==> src/rtl/psrl_pkg.sv <==
// ----------------------------------------------------------------------------
// psrl_pkg
// Shared types and constants for the per-source rate limiter: table geometry,
// register indexes and reset values, the table entry layout and the shared
// arithmetic unit's opcodes and result bundle.
// ----------------------------------------------------------------------------
package psrl_pkg;

  // Table geometry.
  localparam int unsigned TABLE_DEPTH = 256;
  localparam int unsigned IDX_W       = (TABLE_DEPTH > 1) ? $clog2(TABLE_DEPTH) : 1;
  localparam int unsigned FILL_W      = $clog2(TABLE_DEPTH + 1);

  // Field widths.
  localparam int unsigned ADDR_W  = 32;
  localparam int unsigned TIME_W  = 32;
  localparam int unsigned COUNT_W = 8;

  // Configuration register indexes.
  localparam int unsigned CFG_IDX_W = 2;
  localparam logic [CFG_IDX_W-1:0] CFG_WINDOW_MS    = 2'd0;
  localparam logic [CFG_IDX_W-1:0] CFG_MAX_REQUESTS = 2'd1;
  localparam logic [CFG_IDX_W-1:0] CFG_BAN_MS       = 2'd2;

  // Register reset values.
  localparam logic [TIME_W-1:0]  WINDOW_MS_RST    = 32'd5000;
  localparam logic [COUNT_W-1:0] MAX_REQUESTS_RST = 8'd3;
  localparam logic [TIME_W-1:0]  BAN_MS_RST       = 32'd10000;

  // Count limits.
  localparam logic [COUNT_W-1:0] COUNT_ONE = 8'd1;
  localparam logic [COUNT_W-1:0] COUNT_MAX = 8'd255;

  // One table entry.
  typedef struct packed {
    logic [ADDR_W-1:0]  address;
    logic [COUNT_W-1:0] count;
    logic [TIME_W-1:0]  window_base;
    logic [TIME_W-1:0]  ban_end;
  } entry_t;

  // Table port controls.
  typedef struct packed {
    logic             wr_en;
    logic             rd_en;
    logic [IDX_W-1:0] wr_idx;
    logic [IDX_W-1:0] rd_idx;
  } ram_ctl_t;

  // Shared adder operations.
  typedef enum logic {
    ALU_ADD,
    ALU_SUB
  } alu_op_e;

  // Shared adder result.
  typedef struct packed {
    logic [TIME_W-1:0] sum;
    logic              borrow;
    logic              zero;
  } alu_res_t;

endpackage

==> src/rtl/psrl_alu.sv <==
// ----------------------------------------------------------------------------
// psrl_alu
// The one 32-bit add/subtract unit of the limiter. It serves the address
// match, the ban test, the window age and test, the limit test and the ban
// end computation, one use per cycle.
// ----------------------------------------------------------------------------
module psrl_alu (
  input  psrl_pkg::alu_op_e              op_i,
  input  logic [psrl_pkg::TIME_W-1:0]    a_i,
  input  logic [psrl_pkg::TIME_W-1:0]    b_i,
  output psrl_pkg::alu_res_t             res_o
);

  logic                          sub;
  logic [psrl_pkg::TIME_W-1:0]   b_opnd;
  logic [psrl_pkg::TIME_W:0]     total;

  // A subtraction adds the inverted operand plus one; a missing carry is a borrow.
  assign sub    = (op_i == psrl_pkg::ALU_SUB);
  assign b_opnd = sub ? ~b_i : b_i;
  assign total  = {1'b0, a_i} + {1'b0, b_opnd} + (psrl_pkg::TIME_W + 1)'(sub);

  assign res_o.sum    = total[psrl_pkg::TIME_W-1:0];
  assign res_o.borrow = sub & ~total[psrl_pkg::TIME_W];
  assign res_o.zero   = (total[psrl_pkg::TIME_W-1:0] == '0);

endmodule

==> config.mk <==
export PLATFORM = sky130hd
export DESIGN_NAME = psrl_alu
export DESIGN_NICKNAME = d
export VERILOG_FILES = /design/src/rtl/psrl_pkg.sv /design/src/rtl/psrl_alu.sv
export SDC_FILE = /design/constraint.sdc
export NUM_CORES = 1
export LEC_CHECK = 0
export ABC_AREA = 0
export BUFFER_PORTS_ARGS = -buffer_cell sky130_fd_sc_hd__buf_2
export CORE_ASPECT_RATIO = 1.1
export CORE_MARGIN = 2
export CORE_UTILIZATION = 51
export DETAILED_ROUTE_END_ITERATION = 10
export PLACE_DENSITY = 0.85
export SLEW_MARGIN = 40
export SYNTH_ARGS = -nofsm -noshare
export SYNTH_HDL_FRONTEND = slang
export SYNTH_SLANG_ARGS = --single-unit
==> constraint.sdc <==
create_clock -name vclk -period 5.8
set_clock_uncertainty 0.2 [all_clocks]
set_input_delay 0.87 -clock vclk [all_inputs]
set_output_delay 0.87 -clock vclk [all_outputs]
set_load 0.05 [all_outputs]
---- Word level (Yosys, flattened, before mapping) ----
Index checks and enable logic that the tools add are counted.
word-level totals
  bits in writable memories ............... 0
  ROM bits ................................ 0
  bits in latches ......................... 0
  word-level logic and storage cells ...... 7
  input port bits ......................... 65
  memories kept ........................... 0
  register bits ........................... 0
cells by class
  multipliers ............................. 0
  $lt $le $gt $ge ......................... 0
  reductions and logical operators ........ 1
  multiplexer cells ....................... 1
  bitwise gates (word level) .............. 3
  equal/unequal tests ..................... 0
  shift-type cells ........................ 0
  div/mod/pow operators ................... 0
  add/sub/neg operators ................... 2
operators with widths
  cell                     count
  adder 32 x 32 -> 33 bit  1
  adder 33 x 1 -> 33 bit   1
  zero test 32 bit         1
  two-way mux 32 bit       1
  NOT 32 bit               1
  bitwise AND 1 bit        1
  NOT 1 bit                1

---- Depth between registers and ports, before layout ----
  word-level depth ........................ 6
  depth in mapped cells ................... 14
  depth with buffers taken out ............ 12

---- Worst setup path after synthesis ----
Ideal clock, no wire load.
  path kind ............................... in2out
  start point ............................. in op_i
  end point ............................... out res_o[0] (netlist name)
  arrival ................................. 5.006 ns
  required time ........................... 4.730 ns
  path buffers ............................ 3
  path slack .............................. -0.276 ns
  stages .................................. 14
  cell sequence ........................... buf_2 buf_1 xor2_1 ha_1 clkbuf_1 a21oi_1 o21ai_0 a21oi_1 o2111a_1 nor4_1 nor2_1 nor4b_1 nand4b_1 nor4_2
RTL lines
  item                line            source
  start: declaration  psrl_alu.sv:8   input psrl_pkg::alu_op_e op_i,
  end: declaration    psrl_alu.sv:11  output psrl_pkg::alu_res_t res_o

==> summary.txt <==
Run status
  – Status: finished, final reports clean

Floorplanning
  – Die area: 5092 sq um
  – Die Wd: 68.22 um
  – IO Pins: between 90 and 100
  – Die H: 74.64 um
  – FP Rows: 25
  – Floorplan core area: 4317 sq um
  – Initial Util: 0.5359

Synth
  – Seq/Total Area, Yosys: 0
  – Synth top area share: 0.1785
  – Synth Cell Area: 2313 sq um
  – Area leader, netlist: ha_1
  – Cell count after synthesis: 318
  – Ranking of synthesized cells by area: ha_1 18%, xor2_1 16%, a21oi_1 6.9%
  – Cell variety after synth: 63
  – Yosys warns: 0
  – Syn avg cell area: 7.275 sq um
  – Syn Nets: 417

Setup path
  – Crit-path max FO: 17
  – Largest delay contributor family on the critical path: simple AND/OR/NAND/NOR gates
  – Critical path data arrival time: 4480 ps
  – Crit path cell chain: buf_2 -> buf_12 -> xor2_1 -> ha_1 -> a21o_1 -> a211oi_4 -> and3b_1 -> a2111oi_4 -> o2bb2ai_2 -> xor2_1 -> nor4b_1 -> nand4b_1 -> nor4_4 -> buf_2
  – Critical path class: primary input to output port
  – Crit path required time: 4730 ps
  – Crit-path max cell delay: 380 ps
  – Crit path launch type: primary input
  – Cell count along the critical path: 14
  – Critical path endpoint category: output port
  – CP max stage cell: nor4b_1
  – Critical path buffer and inverter count: 3

Cells and area
  – Fraction of layout cells with a size suffix above 1: 0.2968
  – FF+latch area: 0 sq um
  – Nets: 512
  – Area Overhead vs Synth: 25.36%
  – Sequential cells: 0
  – Most common cell after layout, fill and taps aside: buf_2
  – ANT cells: 0
  – FILL cells: 381
  – Most frequent cells in the layout: 99 x buf_2, 42 x xor2_1, 33 x ha_1
  – Clock buffer count: 0
  – Post-route insts no fill: approximately 470

Timing
  – Least-Margin Pin Slew: 570.5 ps
  – Max-slew violations: 0
  – Min Tclk post-route: around 5600 ps
  – Final hold viol count: 0
  – Highest clock rate: 180.1 MHz
  – Unrepaired setup endpoints after global routing: false
  – Setup-failing EPs final: 0
  – TNS Setup: 0 ps
  – Final Cycle Share: 0.9574
  – Setup WS post-layout: approximately 250 ps
  – Slew headroom: 0.6156

Min path
  – Worst hold-check path type: primary input to output port
  – Hold Path Cell Cnt: 3

Global route
  – Largest net degree at the start of global routing: 18
  – Global Route Usage Sum: 0.2624
  – Vias in the first global route: between 2k and 2.5k
  – Grt ovf: 0
  – First-pass GRT wire length: 10650 um
  – Initial antenna violation count: 0

Power and ir drop
  – Final Power: 0.7562 mW
  – Power Density: around 260 nW/um^2
  – Leak Pwr: 1.406 nW
  – Peak supply drop: 0.2499 mV

Drt
  – Total number of vias: 2777
  – DRT Wirelength: 6972 um
  – Wire length on met3: 473 um
  – Highest routed layer: met4
  – Via-per-instance ratio: 5.972
  – Avg WL per Cell: 14.99 um
  – Drc violations: 0
  – Met2 Wirelength: 3528 um
  – Initial DRT Pass Iterations: 5
  – Detailed Route Iter0 Violations: 242
  – Antenna viol nets, final: 0
  – Met1 wire length: 2889 um

Place
  – Placed cells: about 470
  – Post-DP HPWL: 6026 um
  – DP Worst Slack: 279.6 ps
  – Final Wtd Congestion: between 0.9 and 1
  – # port buffers: 99

Clock tree
  – Post-CTS Setup Inserts: 0

Run
  – Max-cap violations: 0
worst paths after layout:
| path | from | endpoint | slack (ps) |
|---|---|---|---|
| min | a_i[0] | res_o[2] | 1960 |
| max | op_i | res_o[0] | 250 |
worst min-delay path, cell delays in order:
cell and delay, ps:
buf_2 120, xor2_1 90, buf_2 210
per-layer routing:
layer,global-route usage,vias to the layer above
li1,-,1370
met1,0.3379,1268
met2,0.4930,129
met3,0.005979,10
met4,0.04000,0
met5,0,-
cell families (layout without fill, tap and decap cells):
logic type	Yosys count	count (layout)	synth area share
xor+xnor	55	55	0.2082
fa+ha+maj	34	34	0.1871
compound gates	99	99	0.3050
buf+inv	24	117	0.04218
mux	2	2	0.01406
simple gates	104	104	0.2434
final cells by class:
class	count	area (sq um)	area share
Inverter	12	45.04	0.01553
Timing Repair Buffer	105	553.0	0.1907
Multi-Input combinational cell	294	2235	0.7705
Tap cell	54	67.56	0.02330
where the power goes:
group | leakage (nW) | internal [mW] | switching (mW)
Clock | 0 | 0 | 0
Sequential | 0 | 0 | 0
Combinational | 1.41 | 0.222 | 0.534
synth_stat cells, types with 4 or more instances:
cell type	count
a21oi_1	32
xor2_1	42
nor3_1	6
o211ai_1	5
nor2_1	24
ha_1	33
nand2_1	25
clkbuf_1	5
o21ai_0	18
nand2b_1	5
nand4_1	11
inv_1	12
a21o_1	9
xnor2_1	13
nor4_1	4
what timing repair did:
action / CTS / global route
hold buffers: 0 / 0
hold endpoints to repair: 0 / 0
setup endpoints to repair: 0 / 1
gates resized for setup: 0 / 1
metrics by stage:
stage	hold slack, ps	utilization	instance area, sq um
after CTS	1960	0.6710	2897
final	1956	0.6719	2900
after global routing	1988	0.6719	2900
after global placement	1950	0.6710	2897
after floorplan	1818	-	2328
after detailed placement	1959	0.6710	2897
Note: power is estimated with default switching activity, not from simulation.
